### src/sv/prpm_pkg.sv
// Shared types, constants and widths of the pulse rate power meter.
package prpm_pkg;

  localparam int unsigned TICKS_PER_SECOND = 1000000;
  localparam int TPS_W = $clog2(TICKS_PER_SECOND + 1);

  localparam int CNT_W      = 32;
  localparam int TIME_W     = 32;
  localparam int SCALE_W    = 32;
  localparam int PERIOD_W   = 16;
  localparam int MUL_W      = 32;
  localparam int PROD_W     = 2 * MUL_W;
  localparam int MPROD_W    = MUL_W + TPS_W;
  localparam int NUM_W      = PROD_W + TPS_W;
  localparam int FRAC_SHIFT = 8;
  localparam int DNUM_W     = NUM_W - FRAC_SHIFT;
  localparam int Q_W        = 48;
  localparam int DTOP_W     = DNUM_W - Q_W;
  localparam int CMP_W      = DTOP_W + TIME_W;
  localparam int STEP_W     = $clog2(Q_W);

  localparam logic [MUL_W-1:0]  TPS_WORD = MUL_W'(TICKS_PER_SECOND);
  localparam logic [Q_W-1:0]    Q_MAX    = '1;
  localparam logic [TIME_W-1:0] HOUR_DIV = TIME_W'(3600);
  localparam logic [1:0]        WARMUP_UPDATES = 2'd2;

  // The energy divisor 3600 * 2^8 equals 225 * 2^12, so the energy quotient is
  // taken in 20-bit chunks by a reciprocal multiplication for 225.
  localparam int EDIV_SHIFT   = FRAC_SHIFT + 4;
  localparam int EDIV_CHUNK_W = 20;
  localparam int EDIV_CHUNKS  = 3;
  localparam int EDIV_SRC_W   = EDIV_CHUNK_W * EDIV_CHUNKS;
  localparam int EDIV_REM_W   = 8;
  localparam int EDIV_RSHIFT  = 36;
  localparam logic [MUL_W-1:0]  EDIV_RECIP   = MUL_W'(305419897);
  localparam logic [TIME_W-1:0] EDIV_DIVISOR = TIME_W'(225);

  localparam int QUEUE_DEPTH = 2;
  localparam int QPTR_W = $clog2(QUEUE_DEPTH);
  localparam int QCNT_W = $clog2(QUEUE_DEPTH + 1);

  localparam int IN_TDATA_W  = 32;
  localparam int IN_TUSER_W  = 2;
  localparam int OUT_FIELD_W = 1 + 3 * Q_W;
  localparam int OUT_TDATA_W = ((OUT_FIELD_W + 7) / 8) * 8;
  localparam int OUT_TUSER_W = 2;
  localparam int CFG_INDEX_W = 3;
  localparam int CFG_DATA_W  = 32;

  typedef logic [1:0] opcode_t;
  localparam opcode_t OP_POWER_EDGE  = 2'd0;
  localparam opcode_t OP_SECOND_EDGE = 2'd1;
  localparam opcode_t OP_UPDATE      = 2'd2;

  typedef logic [CFG_INDEX_W-1:0] cfg_index_t;
  localparam cfg_index_t CFG_MODE_PERIOD    = 3'd0;
  localparam cfg_index_t CFG_SELECT_PRESENT = 3'd1;
  localparam cfg_index_t CFG_POWER_SCALE    = 3'd2;
  localparam cfg_index_t CFG_VOLTAGE_SCALE  = 3'd3;
  localparam cfg_index_t CFG_CURRENT_SCALE  = 3'd4;

  localparam logic [PERIOD_W-1:0] RST_MODE_PERIOD    = 16'd8;
  localparam logic                RST_SELECT_PRESENT = 1'b1;
  localparam logic [SCALE_W-1:0]  RST_POWER_SCALE    = 32'd147849216;
  localparam logic [SCALE_W-1:0]  RST_VOLTAGE_SCALE  = 32'd5871026;
  localparam logic [SCALE_W-1:0]  RST_CURRENT_SCALE  = 32'd243269;
  localparam logic                RST_START_MODE     = 1'b0;

  typedef struct packed {
    logic [PERIOD_W-1:0] mode_period;
    logic                select_present;
    logic [SCALE_W-1:0]  power_scale;
    logic [SCALE_W-1:0]  voltage_scale;
    logic [SCALE_W-1:0]  current_scale;
  } cfg_t;

  typedef struct packed {
    logic              publish;
    logic              mode_bit;
    logic [CNT_W-1:0]  power_count;
    logic [CNT_W-1:0]  second_count;
    logic [TIME_W-1:0] dt;
  } job_t;

  typedef struct packed {
    logic push;
    job_t job;
  } q_wr_t;

  typedef struct packed {
    logic           published;
    logic           select_level;
    logic [Q_W-1:0] power_q16;
    logic [Q_W-1:0] second_value_q16;
    logic           value_is_current;
    logic [Q_W-1:0] energy_total_q16;
  } result_t;

  typedef enum logic [3:0] {
    BK_IDLE,
    BK_MUL_P,
    BK_EDIV_MUL,
    BK_EDIV_REM,
    BK_MUL_LO,
    BK_MUL_HI,
    BK_SUM,
    BK_DIV_LOAD,
    BK_DIV_STEP,
    BK_DIV_END,
    BK_EMIT
  } bk_state_t;

  typedef enum logic [1:0] {
    PH_ENERGY,
    PH_POWER,
    PH_SECOND
  } phase_t;

endpackage

### src/sv/prpm_front.sv
// Front end: pulse counting, mode sequencing, warmup and job creation.
module prpm_front import prpm_pkg::*; (
  input  logic              clk,
  input  logic              rst_n,
  input  cfg_t              cfg,
  input  logic              item_valid,
  output logic              item_ready,
  input  opcode_t           item_opcode,
  input  logic [TIME_W-1:0] item_now,
  input  logic              queue_full,
  output q_wr_t             queue_wr
);

  logic [CNT_W-1:0]    power_count_r, power_count_nxt;
  logic [CNT_W-1:0]    second_count_r, second_count_nxt;
  logic [TIME_W-1:0]   last_time_r, last_time_nxt;
  logic                mode_bit_r, mode_bit_nxt;
  logic [PERIOD_W-1:0] mode_step_r, mode_step_nxt;
  logic [1:0]          warmup_r, warmup_nxt;

  logic                accept;
  logic                wrap;
  logic                mode_bit_upd;
  logic [PERIOD_W-1:0] mode_step_upd;

  assign item_ready = !queue_full;
  assign accept     = item_valid && item_ready;

  always_comb begin
    power_count_nxt  = power_count_r;
    second_count_nxt = second_count_r;
    last_time_nxt    = last_time_r;
    mode_bit_nxt     = mode_bit_r;
    mode_step_nxt    = mode_step_r;
    warmup_nxt       = warmup_r;

    wrap          = mode_step_r >= (cfg.mode_period - PERIOD_W'(1));
    mode_step_upd = mode_step_r;
    mode_bit_upd  = mode_bit_r;
    if (cfg.mode_period != '0) begin
      if (wrap) begin
        mode_step_upd = '0;
        if (cfg.select_present) begin
          mode_bit_upd = ~mode_bit_r;
        end
      end else begin
        mode_step_upd = mode_step_r + PERIOD_W'(1);
      end
    end

    queue_wr.push             = 1'b0;
    queue_wr.job.publish      = (mode_step_upd == '0) && (warmup_r == WARMUP_UPDATES);
    queue_wr.job.mode_bit     = mode_bit_upd;
    queue_wr.job.power_count  = power_count_r;
    queue_wr.job.second_count = second_count_r;
    queue_wr.job.dt           = item_now - last_time_r;

    if (accept) begin
      unique case (item_opcode)
        OP_POWER_EDGE: begin
          power_count_nxt = power_count_r + CNT_W'(1);
        end
        OP_SECOND_EDGE: begin
          second_count_nxt = second_count_r + CNT_W'(1);
        end
        OP_UPDATE: begin
          queue_wr.push    = 1'b1;
          power_count_nxt  = '0;
          second_count_nxt = '0;
          last_time_nxt    = item_now;
          mode_bit_nxt     = mode_bit_upd;
          mode_step_nxt    = mode_step_upd;
          if ((mode_step_upd == '0) && (warmup_r != WARMUP_UPDATES)) begin
            warmup_nxt = warmup_r + 2'd1;
          end
        end
        default: begin
        end
      endcase
    end
  end

  always_ff @(posedge clk) begin
    if (!rst_n) begin
      power_count_r  <= '0;
      second_count_r <= '0;
      last_time_r    <= '0;
      mode_bit_r     <= RST_START_MODE;
      mode_step_r    <= '0;
      warmup_r       <= '0;
    end else begin
      power_count_r  <= power_count_nxt;
      second_count_r <= second_count_nxt;
      last_time_r    <= last_time_nxt;
      mode_bit_r     <= mode_bit_nxt;
      mode_step_r    <= mode_step_nxt;
      warmup_r       <= warmup_nxt;
    end
  end

endmodule

### src/sv/prpm_queue.sv
// Short job queue between the front end and the arithmetic back end.
module prpm_queue import prpm_pkg::*; (
  input  logic  clk,
  input  logic  rst_n,
  input  q_wr_t wr,
  output logic  full,
  input  logic  pop,
  output logic  not_empty,
  output job_t  head
);

  job_t              entry_r [QUEUE_DEPTH];
  logic [QPTR_W-1:0] wr_ptr_r, wr_ptr_nxt;
  logic [QPTR_W-1:0] rd_ptr_r, rd_ptr_nxt;
  logic [QCNT_W-1:0] count_r, count_nxt;
  logic              do_push;
  logic              do_pop;

  assign full      = count_r == QCNT_W'(QUEUE_DEPTH);
  assign not_empty = count_r != '0;
  assign head      = entry_r[rd_ptr_r];
  assign do_push   = wr.push && !full;
  assign do_pop    = pop && not_empty;

  always_comb begin
    wr_ptr_nxt = wr_ptr_r;
    rd_ptr_nxt = rd_ptr_r;
    count_nxt  = count_r;
    if (do_push) begin
      wr_ptr_nxt = (wr_ptr_r == QPTR_W'(QUEUE_DEPTH - 1)) ? '0 : wr_ptr_r + QPTR_W'(1);
    end
    if (do_pop) begin
      rd_ptr_nxt = (rd_ptr_r == QPTR_W'(QUEUE_DEPTH - 1)) ? '0 : rd_ptr_r + QPTR_W'(1);
    end
    if (do_push && !do_pop) begin
      count_nxt = count_r + QCNT_W'(1);
    end else if (do_pop && !do_push) begin
      count_nxt = count_r - QCNT_W'(1);
    end
  end

  always_ff @(posedge clk) begin
    if (do_push) begin
      entry_r[wr_ptr_r] <= wr.job;
    end
  end

  always_ff @(posedge clk) begin
    if (!rst_n) begin
      wr_ptr_r <= '0;
      rd_ptr_r <= '0;
      count_r  <= '0;
    end else begin
      wr_ptr_r <= wr_ptr_nxt;
      rd_ptr_r <= rd_ptr_nxt;
      count_r  <= count_nxt;
    end
  end

endmodule

### src/sv/prpm_back.sv
// Back end: shared multiplier and radix-2 divider, energy total and result register.
module prpm_back import prpm_pkg::*; (
  input  logic    clk,
  input  logic    rst_n,
  input  cfg_t    cfg,
  input  logic    job_valid,
  output logic    job_pop,
  input  job_t    job,
  output logic    res_valid,
  input  logic    res_ready,
  output result_t res
);

  bk_state_t            state_r, state_nxt;
  phase_t               phase_r, phase_nxt;
  job_t                 job_r, job_nxt;
  logic [PROD_W-1:0]    p_r, p_nxt;
  logic [MPROD_W-1:0]   mlo_r, mlo_nxt;
  logic [MPROD_W-1:0]   mhi_r, mhi_nxt;
  logic [NUM_W-1:0]     n_r, n_nxt;
  logic [TIME_W-1:0]    rem_r, rem_nxt;
  logic [TIME_W-1:0]    div_r, div_nxt;
  logic [Q_W-1:0]       low_r, low_nxt;
  logic [STEP_W-1:0]    step_r, step_nxt;
  logic [Q_W-1:0]       pw_r, pw_nxt;
  logic [Q_W-1:0]       sv_r, sv_nxt;
  logic [Q_W-1:0]       energy_r, energy_nxt;
  logic                 out_valid_r, out_valid_nxt;
  result_t              out_r, out_nxt;

  logic [MUL_W-1:0]     mul_a;
  logic [MUL_W-1:0]     mul_b;
  logic [PROD_W-1:0]    mul_p;
  logic [DNUM_W-1:0]    div_num;
  logic [TIME_W-1:0]    div_den;
  logic [DTOP_W-1:0]    div_top;
  logic [TIME_W:0]      trial;
  logic [TIME_W:0]      diff;
  logic                 ge;
  logic [MUL_W-1:0]     ediv_t;

  assign mul_p     = PROD_W'(mul_a) * PROD_W'(mul_b);
  assign res_valid = out_valid_r;
  assign res       = out_r;

  always_comb begin
    state_nxt     = state_r;
    phase_nxt     = phase_r;
    job_nxt       = job_r;
    p_nxt         = p_r;
    mlo_nxt       = mlo_r;
    mhi_nxt       = mhi_r;
    n_nxt         = n_r;
    rem_nxt       = rem_r;
    div_nxt       = div_r;
    low_nxt       = low_r;
    step_nxt      = step_r;
    pw_nxt        = pw_r;
    sv_nxt        = sv_r;
    energy_nxt    = energy_r;
    out_valid_nxt = out_valid_r && !res_ready;
    out_nxt       = out_r;
    job_pop       = 1'b0;
    mul_a         = '0;
    mul_b         = '0;

    div_num = n_r[NUM_W-1:FRAC_SHIFT];
    div_den = job_r.dt;
    div_top = div_num[DNUM_W-1:Q_W];
    trial   = {rem_r, low_r[Q_W-1]};
    diff    = trial - {1'b0, div_r};
    ge      = trial >= {1'b0, div_r};
    ediv_t  = MUL_W'({rem_r[EDIV_REM_W-1:0], n_r[EDIV_SRC_W-1 -: EDIV_CHUNK_W]});

    unique case (state_r)
      BK_IDLE: begin
        if (job_valid) begin
          job_pop   = 1'b1;
          job_nxt   = job;
          phase_nxt = PH_ENERGY;
          state_nxt = job.publish ? BK_MUL_P : BK_EMIT;
        end
      end
      BK_MUL_P: begin
        if (phase_r == PH_SECOND) begin
          mul_a = job_r.second_count;
          mul_b = job_r.mode_bit ? cfg.current_scale : cfg.voltage_scale;
        end else begin
          mul_a = job_r.power_count;
          mul_b = cfg.power_scale;
        end
        p_nxt = mul_p;
        if (phase_r == PH_ENERGY) begin
          n_nxt     = NUM_W'(mul_p >> EDIV_SHIFT);
          rem_nxt   = '0;
          low_nxt   = '0;
          step_nxt  = '0;
          state_nxt = BK_EDIV_MUL;
        end else begin
          state_nxt = BK_MUL_LO;
        end
      end
      BK_EDIV_MUL: begin
        mul_a     = ediv_t;
        mul_b     = EDIV_RECIP;
        div_nxt   = TIME_W'(mul_p >> EDIV_RSHIFT);
        rem_nxt   = ediv_t;
        state_nxt = BK_EDIV_REM;
      end
      BK_EDIV_REM: begin
        rem_nxt  = rem_r - div_r * EDIV_DIVISOR;
        low_nxt  = {low_r[Q_W-EDIV_CHUNK_W-1:0], div_r[EDIV_CHUNK_W-1:0]};
        n_nxt    = n_r << EDIV_CHUNK_W;
        step_nxt = step_r + STEP_W'(1);
        if (step_r == STEP_W'(EDIV_CHUNKS - 1)) begin
          state_nxt = BK_DIV_END;
        end else begin
          state_nxt = BK_EDIV_MUL;
        end
      end
      BK_MUL_LO: begin
        mul_a     = p_r[MUL_W-1:0];
        mul_b     = TPS_WORD;
        mlo_nxt   = mul_p[MPROD_W-1:0];
        state_nxt = BK_MUL_HI;
      end
      BK_MUL_HI: begin
        mul_a     = p_r[PROD_W-1:MUL_W];
        mul_b     = TPS_WORD;
        mhi_nxt   = mul_p[MPROD_W-1:0];
        state_nxt = BK_SUM;
      end
      BK_SUM: begin
        n_nxt     = NUM_W'(mlo_r) + (NUM_W'(mhi_r) << MUL_W);
        state_nxt = BK_DIV_LOAD;
      end
      BK_DIV_LOAD: begin
        div_nxt  = div_den;
        step_nxt = '0;
        if (div_den == '0) begin
          low_nxt   = '0;
          state_nxt = BK_DIV_END;
        end else if (CMP_W'(div_top) >= CMP_W'(div_den)) begin
          low_nxt   = Q_MAX;
          state_nxt = BK_DIV_END;
        end else begin
          rem_nxt   = TIME_W'(div_top);
          low_nxt   = div_num[Q_W-1:0];
          state_nxt = BK_DIV_STEP;
        end
      end
      BK_DIV_STEP: begin
        rem_nxt  = ge ? diff[TIME_W-1:0] : trial[TIME_W-1:0];
        low_nxt  = {low_r[Q_W-2:0], ge};
        step_nxt = step_r + STEP_W'(1);
        if (step_r == STEP_W'(Q_W - 1)) begin
          state_nxt = BK_DIV_END;
        end
      end
      BK_DIV_END: begin
        unique case (phase_r)
          PH_ENERGY: begin
            if (low_r >= (Q_MAX - energy_r)) begin
              energy_nxt = Q_MAX;
            end else begin
              energy_nxt = energy_r + low_r;
            end
            phase_nxt = PH_POWER;
            state_nxt = BK_MUL_P;
          end
          PH_POWER: begin
            pw_nxt    = low_r;
            phase_nxt = PH_SECOND;
            state_nxt = BK_MUL_P;
          end
          PH_SECOND: begin
            sv_nxt    = low_r;
            state_nxt = BK_EMIT;
          end
          default: begin
            state_nxt = BK_IDLE;
          end
        endcase
      end
      BK_EMIT: begin
        if (!out_valid_r || res_ready) begin
          out_valid_nxt            = 1'b1;
          out_nxt.published        = job_r.publish;
          out_nxt.select_level     = job_r.mode_bit;
          out_nxt.power_q16        = job_r.publish ? pw_r : '0;
          out_nxt.second_value_q16 = job_r.publish ? sv_r : '0;
          out_nxt.value_is_current = job_r.publish && job_r.mode_bit;
          out_nxt.energy_total_q16 = job_r.publish ? energy_r : '0;
          state_nxt                = BK_IDLE;
        end
      end
      default: begin
        state_nxt = BK_IDLE;
      end
    endcase
  end

  always_ff @(posedge clk) begin
    job_r  <= job_nxt;
    p_r    <= p_nxt;
    mlo_r  <= mlo_nxt;
    mhi_r  <= mhi_nxt;
    n_r    <= n_nxt;
    rem_r  <= rem_nxt;
    div_r  <= div_nxt;
    low_r  <= low_nxt;
    step_r <= step_nxt;
    pw_r   <= pw_nxt;
    sv_r   <= sv_nxt;
    out_r  <= out_nxt;
  end

  always_ff @(posedge clk) begin
    if (!rst_n) begin
      state_r     <= BK_IDLE;
      phase_r     <= PH_ENERGY;
      energy_r    <= '0;
      out_valid_r <= 1'b0;
    end else begin
      state_r     <= state_nxt;
      phase_r     <= phase_nxt;
      energy_r    <= energy_nxt;
      out_valid_r <= out_valid_nxt;
    end
  end

endmodule

### src/sv/pulse_rate_power_meter_top.sv
// Top level of the pulse rate power meter: configuration registers and the three parts.
//
//  Channel   Direction  Handshake                  Contents
//  in_*      slave      in_tvalid / in_tready      edge or update request, timestamp
//  out_*     master     out_tvalid / out_tready    one result request per update
//  cfg_*     slave      cfg_valid / cfg_ready      register index and write data
//
// Edge requests never wait on the back end unless the two-entry job queue is
// full. A published update passes through the one shared divider twice, once
// for power and once for the second value, 48 steps per pass; an unpublished
// update skips the arithmetic. Reset is synchronous.
// A stalled result is held in the output register while new requests are taken.
module pulse_rate_power_meter_top import prpm_pkg::*; (
  input  logic                   clk,
  input  logic                   rst_n,
  input  logic                   in_tvalid,
  output logic                   in_tready,
  input  logic [IN_TDATA_W-1:0]  in_tdata,   // [31:0] now_us
  input  logic [IN_TUSER_W-1:0]  in_tuser,   // [1:0] opcode
  output logic                   out_tvalid,
  input  logic                   out_tready,
  output logic [OUT_TDATA_W-1:0] out_tdata,  // [0] select_level, [48:1] power_q16,
                                             // [96:49] second_value_q16,
                                             // [144:97] energy_total_q16, rest zero
  output logic [OUT_TUSER_W-1:0] out_tuser,  // [0] published, [1] value_is_current
  input  logic                   cfg_valid,
  output logic                   cfg_ready,
  input  logic [CFG_INDEX_W-1:0] cfg_index,
  input  logic [CFG_DATA_W-1:0]  cfg_data
);

  cfg_t    cfg_r, cfg_nxt;
  q_wr_t   queue_wr;
  logic    queue_full;
  logic    queue_not_empty;
  logic    job_pop;
  job_t    queue_head;
  result_t result;

  assign cfg_ready = 1'b1;

  always_comb begin
    cfg_nxt = cfg_r;
    if (cfg_valid && cfg_ready) begin
      unique case (cfg_index)
        CFG_MODE_PERIOD:    cfg_nxt.mode_period    = cfg_data[PERIOD_W-1:0];
        CFG_SELECT_PRESENT: cfg_nxt.select_present = cfg_data[0];
        CFG_POWER_SCALE:    cfg_nxt.power_scale    = cfg_data[SCALE_W-1:0];
        CFG_VOLTAGE_SCALE:  cfg_nxt.voltage_scale  = cfg_data[SCALE_W-1:0];
        CFG_CURRENT_SCALE:  cfg_nxt.current_scale  = cfg_data[SCALE_W-1:0];
        default: begin
        end
      endcase
    end
  end

  always_ff @(posedge clk) begin
    if (!rst_n) begin
      cfg_r.mode_period    <= RST_MODE_PERIOD;
      cfg_r.select_present <= RST_SELECT_PRESENT;
      cfg_r.power_scale    <= RST_POWER_SCALE;
      cfg_r.voltage_scale  <= RST_VOLTAGE_SCALE;
      cfg_r.current_scale  <= RST_CURRENT_SCALE;
    end else begin
      cfg_r <= cfg_nxt;
    end
  end

  prpm_front u_front (
    .clk         (clk),
    .rst_n       (rst_n),
    .cfg         (cfg_r),
    .item_valid  (in_tvalid),
    .item_ready  (in_tready),
    .item_opcode (in_tuser),
    .item_now    (in_tdata[TIME_W-1:0]),
    .queue_full  (queue_full),
    .queue_wr    (queue_wr)
  );

  prpm_queue u_queue (
    .clk       (clk),
    .rst_n     (rst_n),
    .wr        (queue_wr),
    .full      (queue_full),
    .pop       (job_pop),
    .not_empty (queue_not_empty),
    .head      (queue_head)
  );

  prpm_back u_back (
    .clk       (clk),
    .rst_n     (rst_n),
    .cfg       (cfg_r),
    .job_valid (queue_not_empty),
    .job_pop   (job_pop),
    .job       (queue_head),
    .res_valid (out_tvalid),
    .res_ready (out_tready),
    .res       (result)
  );

  assign out_tdata = OUT_TDATA_W'({result.energy_total_q16, result.second_value_q16,
                                   result.power_q16, result.select_level});
  assign out_tuser = {result.value_is_current, result.published};

endmodule

### config.mk
export PLATFORM = sky130hd
export DESIGN_NAME = pulse_rate_power_meter_top
export DESIGN_NICKNAME = d
export VERILOG_FILES = /design/src/sv/prpm_pkg.sv /design/src/sv/prpm_front.sv /design/src/sv/prpm_queue.sv /design/src/sv/prpm_back.sv /design/src/sv/pulse_rate_power_meter_top.sv
export SDC_FILE = /design/constraint.sdc
export NUM_CORES = 2
export LEC_CHECK = 0
export BUFFER_PORTS_ARGS = -buffer_cell sky130_fd_sc_hd__buf_4
export CAP_MARGIN = 30
export CORE_ASPECT_RATIO = 1.4
export CORE_MARGIN = 2
export CORE_UTILIZATION = 60
export DETAILED_ROUTE_END_ITERATION = 6
export PLACE_DENSITY = 0.87
export RECOVER_POWER = 100
export REMOVE_ABC_BUFFERS = 1
export SLEW_MARGIN = 20
export SYNTH_ARGS = -nofsm -noshare
export SYNTH_HDL_FRONTEND = slang
export SYNTH_SLANG_ARGS = --single-unit
### constraint.sdc
create_clock -name clk -period 13.05 [get_ports clk]
set_input_delay 0.6525 -clock clk [delete_from_list [all_inputs] [get_ports clk]]
set_output_delay 0.6525 -clock clk [all_outputs]
set_load 0.02 [all_outputs]
==> impl_metrics.env <==
export IMPL_status="finished with violations"
export IMPL_violations="DRC, capacitance limit, slew limit"
export IMPL_grt_pass1_wl_um=432000
export IMPL_ys_seq_area_share_pct=36.0
export IMPL_grt_pass1_vias=71500
export IMPL_peakVddDrop_mv=0.219
export IMPL_fillers=11600
export IMPL_seq_area_mm2=0.0330
export IMPL_path_clk_slew_ns=0.07
export IMPL_r2r_start="u_back.state_r[3]"
export IMPL_hold_viol=0
export IMPL_synthCells=9030
export IMPL_total_leakage_power_nw=41.9
export IMPL_num_vias=69200
export IMPL_final_cell_area_mm2=0.0992
export IMPL_max_stage_delay_ns=0.87
export IMPL_grt_max_degree=139
export IMPL_maxCapViolations=29
export IMPL_setup_viol=0
export IMPL_grt_usage_pct=37.3
export IMPL_h_tree_depth=3
export IMPL_die_w_um=334
export IMPL_rsz0062_at_grt="false"
export IMPL_crit_top_cell="fa_1"
export IMPL_async_flop_share_pct=0
export IMPL_endpoint_kind="register"
export IMPL_critPathSlowestCell="xor2_1"
export IMPL_fin_ws_ns=0.788
export IMPL_synth_distinct_cells=86
export IMPL_drt_pass1_iter_count=7
export IMPL_netlist_area_mm2=0.0917
export IMPL_synth_compound_area_share_pct=10.5
export IMPL_report_final_slew_viol_count=1615
export IMPL_max_freq_mhz=81.6
export IMPL_r2r_end="u_back.div_r[19]"
export IMPL_ctsLongestPathBuffers=3
export IMPL_io_pins=231
export IMPL_start_util_pct=60.5
export IMPL_hold_path_end="cfg_r[51]"
export IMPL_multiInputGateArea_mm2=0.0526
export IMPL_syn_avg_cell_area_um2=10.2
export IMPL_dp_hpwl_um=223000
export IMPL_synth_fa_ha_area_share_pct=29.0
export IMPL_wl_um=291000
export IMPL_dieArea_mm2=0.156
export IMPL_yosys_area_share_simple_pct=12.6
export IMPL_p_per_area_mw_per_mm2=186
export IMPL_tritoncts="built"
export IMPL_hold_path_class="primary input to register"
export IMPL_worst_pin_slew_ns=6.95
export IMPL_ant_nets=0
export IMPL_layout_drive_gt1_share_pct=5.89
export IMPL_clock_sinks=1195
export IMPL_cts_hold_buf=0
export IMPL_synth_edff_count=907
export IMPL_synth_top_cell_area_share_pct=29.7
export IMPL_critical_path_class="register to register"
export IMPL_synth_top_family_by_area="adder cells"
export IMPL_fin_hold_ws_ns=0.133
export IMPL_post_place_ws_ns=1.62
export IMPL_clk_latency_ns=0.77
export IMPL_synth_main_ff_cell="edfxtp_1"
export IMPL_finalCritPeriodShare_pct=94.0
export IMPL_area_growth_pct=8.10
export IMPL_postPlaceCellArea_mm2=0.0960
export IMPL_reg2regPathDepth=27
export IMPL_post_cts_buffers=0
export IMPL_drcViolationCount=12
export IMPL_wl_per_cell_um=26.0
export IMPL_core_mm2=0.152
export IMPL_power_total_mw=18.5
export IMPL_ys_ff_latch=1195
export IMPL_grt_overflow=0
export IMPL_start_kind="register"
export IMPL_antenna_found_initial=7
export IMPL_min_period_ns=12.26
export IMPL_hold_start="cfg_data[19]"
export IMPL_finalWeightedCongestion=1.01
export IMPL_cp_arrival_ns=12.89
export IMPL_ys_warn_count=0
export IMPL_synth_area_leader_cell="edfxtp_1"
export IMPL_synth_xor_area_share_pct=3.01
export IMPL_portBuffers=222
export IMPL_crit_fanout=100
export IMPL_fin_nets=10800
export IMPL_r2r_setup_slack_ns=0.79
export IMPL_drt_iter0_markers=6560
export IMPL_cts_resized_gates=0
export IMPL_muxShareOfSynthArea_pct=2.09
export IMPL_cts_buffers=109
export IMPL_ys_top_cells_by_area="edfxtp_1 30%, fa_1 21%, ha_1 7.8%"
export IMPL_required_ns=13.67
export IMPL_die_h_um=467
export IMPL_rows=169
export IMPL_root_buffer="clkbuf_16"
export IMPL_hold_path_depth=3
export IMPL_avgViaCountPerCell=6.18
export IMPL_slew_limit_headroom_pct=-363
export IMPL_clock_skew_ns=0.0309
[metrics by stage]
stage	utilization, %	TNS [ns]	instances
after floorplan	-	-294.99	8614
after CTS	65.9	0	11200
final	65.4	0	11200
after detailed placement	63.3	0	11000
after global routing	65.4	0	11200
after global placement	63.2	0	11000
[where the power goes]
| part | total [mW] | internal, mW | switching, mW | leakage, nW |
|---|---|---|---|---|
| combinational | 9.59 | 3.24 | 6.35 | 29.1 |
| sequential | 5.41 | 4.92 | 0.485 | 10.8 |
| clock | 3.46 | 1.94 | 1.52 | 1.89 |
| total | 18.5 | 10.1 | 8.36 | 41.9 |
[worst max-delay path: cells and delay by family (launching register included)]
family / cells / cell delay, ns
xor gates and xnor gates: 1 / 0.87
DFF: 1 / 0.67
adders and majority gates: 9 / 4.57
and+or+nand+nor: 7 / 2.30
buffers and inverters: 6 / 2.09
AOI/OAI and AO/OA: 3 / 1.15
muxes: 1 / 0.32
[cells in the final DEF, fill, tap and decap left out, drive strengths merged, types with 15 or more instances in the layout]
| cell type | netlist | routed |
|---|---|---|
| mux2i | 76 | 76 |
| a31oi | 29 | 29 |
| nor3 | 59 | 59 |
| nand2 | 1040 | 1040 |
| a21o | 127 | 127 |
| and3 | 43 | 43 |
| clkinv | 0 | 42 |
| o21a | 76 | 76 |
| and2 | 200 | 200 |
| nor2 | 874 | 874 |
| bufinv | 0 | 15 |
| mux2 | 103 | 103 |
| a21boi | 144 | 144 |
| edfxtp | 907 | 907 |
| or3 | 42 | 42 |
| and4 | 16 | 16 |
| xnor2 | 158 | 158 |
| nor2b | 34 | 34 |
| a211oi | 28 | 28 |
| nand2b | 66 | 66 |
| dfxtp | 288 | 288 |
| nand3 | 116 | 116 |
| buf | 31 | 216 |
| a22oi | 79 | 79 |
| fa | 972 | 972 |
| xor2 | 157 | 157 |
| nand4 | 55 | 55 |
| o211ai | 43 | 43 |
| o21bai | 29 | 29 |
| ha | 572 | 572 |
| clkbuf | 391 | 329 |
| inv | 1254 | 1263 |
| nor4 | 24 | 24 |
| o21ai | 427 | 427 |
| a222oi | 17 | 17 |
| a22o | 41 | 41 |
| a21oi | 338 | 338 |
[how the worst max path moves through the flow]
stage	start	to	slack [ns]	cells after the start
6_report	u_back.state_r[3]	u_back.div_r[19]	0.79	27
5_1_grt	u_back.state_r[3]	u_back.div_r[7]	0.63	29
4_1_cts	u_back.state_r[3]	u_back.div_r[19]	1.54	29
3_5_place_dp	u_back.state_r[3]	u_back.div_r[19]	1.62	29
3_3_place_gp	u_back.state_r[3]	u_back.div_r[19]	1.80	29
2_1_floorplan	u_back.state_r[0]	u_back.n_r[0]	-2.74	4
[metal layers]
layer	GRT usage [%]	up-vias	part of all wire [%]	routed length, um
li1	-	30100	-	-
met1	40.8	34000	33	95400
met2	62.8	3846	48	139000
met3	7.43	1255	9.1	26500
met4	31.1	2	10	30100
met5	0	-	0.0041	12
[final cells by class]
cell class | count | area share [%]
Antenna cell | 5 | 0.0126
Clock buffer | 133 | 2.99
Clock inverter | 75 | 0.936
Inverter | 1254 | 4.75
Multi-Input combinational cell | 6165 | 53.1
Sequential cell | 1195 | 33.3
Tap cell | 1966 | 2.48
Timing Repair Buffer | 412 | 2.51
[logic make-up after synthesis]
logic type	Yosys count
AO/OA/AOI/OAI	1500
XOR/XNOR	315
adder cells (fa/ha/maj)	1544
buffers and inverters	1676
flip-flops	1195
multiplexers	179
other	2
AND/OR/NAND/NOR	2619
[Yosys cell counts (all sizes together) (17+ instances only)]
cell type,n
nand2,1040
and3,43
or3,42
a21boi,144
and2,200
a22oi,79
a222oi,17
o211ai,43
mux2i,76
xnor2,158
nor2b,34
a22o,41
nor4,24
clkbuf,391
xor2,157
buf,31
fa,972
edfxtp,907
mux2,103
dfxtp,288
o21bai,29
a21o,127
o21ai,427
a31oi,29
nor3,59
a211oi,28
ha,572
nand2b,66
nand4,55
inv,1254
nor2,874
a21oi,338
nand3,116
o21a,76
[flip-flops by register name (all words and copies together) (netlist names), 48 cells and up, named ones only]
| register | flops |
|---|---|
| u_back.res | 147 |
| u_back.n_r | 84 |
| u_queue.entry_r | 196 |
| u_back.p_r | 64 |
| cfg_r | 113 |
| u_back.energy_r | 48 |
| u_back.job_r | 66 |
| u_back.low_r | 48 |
| u_back.pw_r | 48 |
| u_back.mhi_r | 52 |
| u_back.sv_r | 48 |
| u_back.mlo_r | 52 |
(Power assumes the default switching activity.)
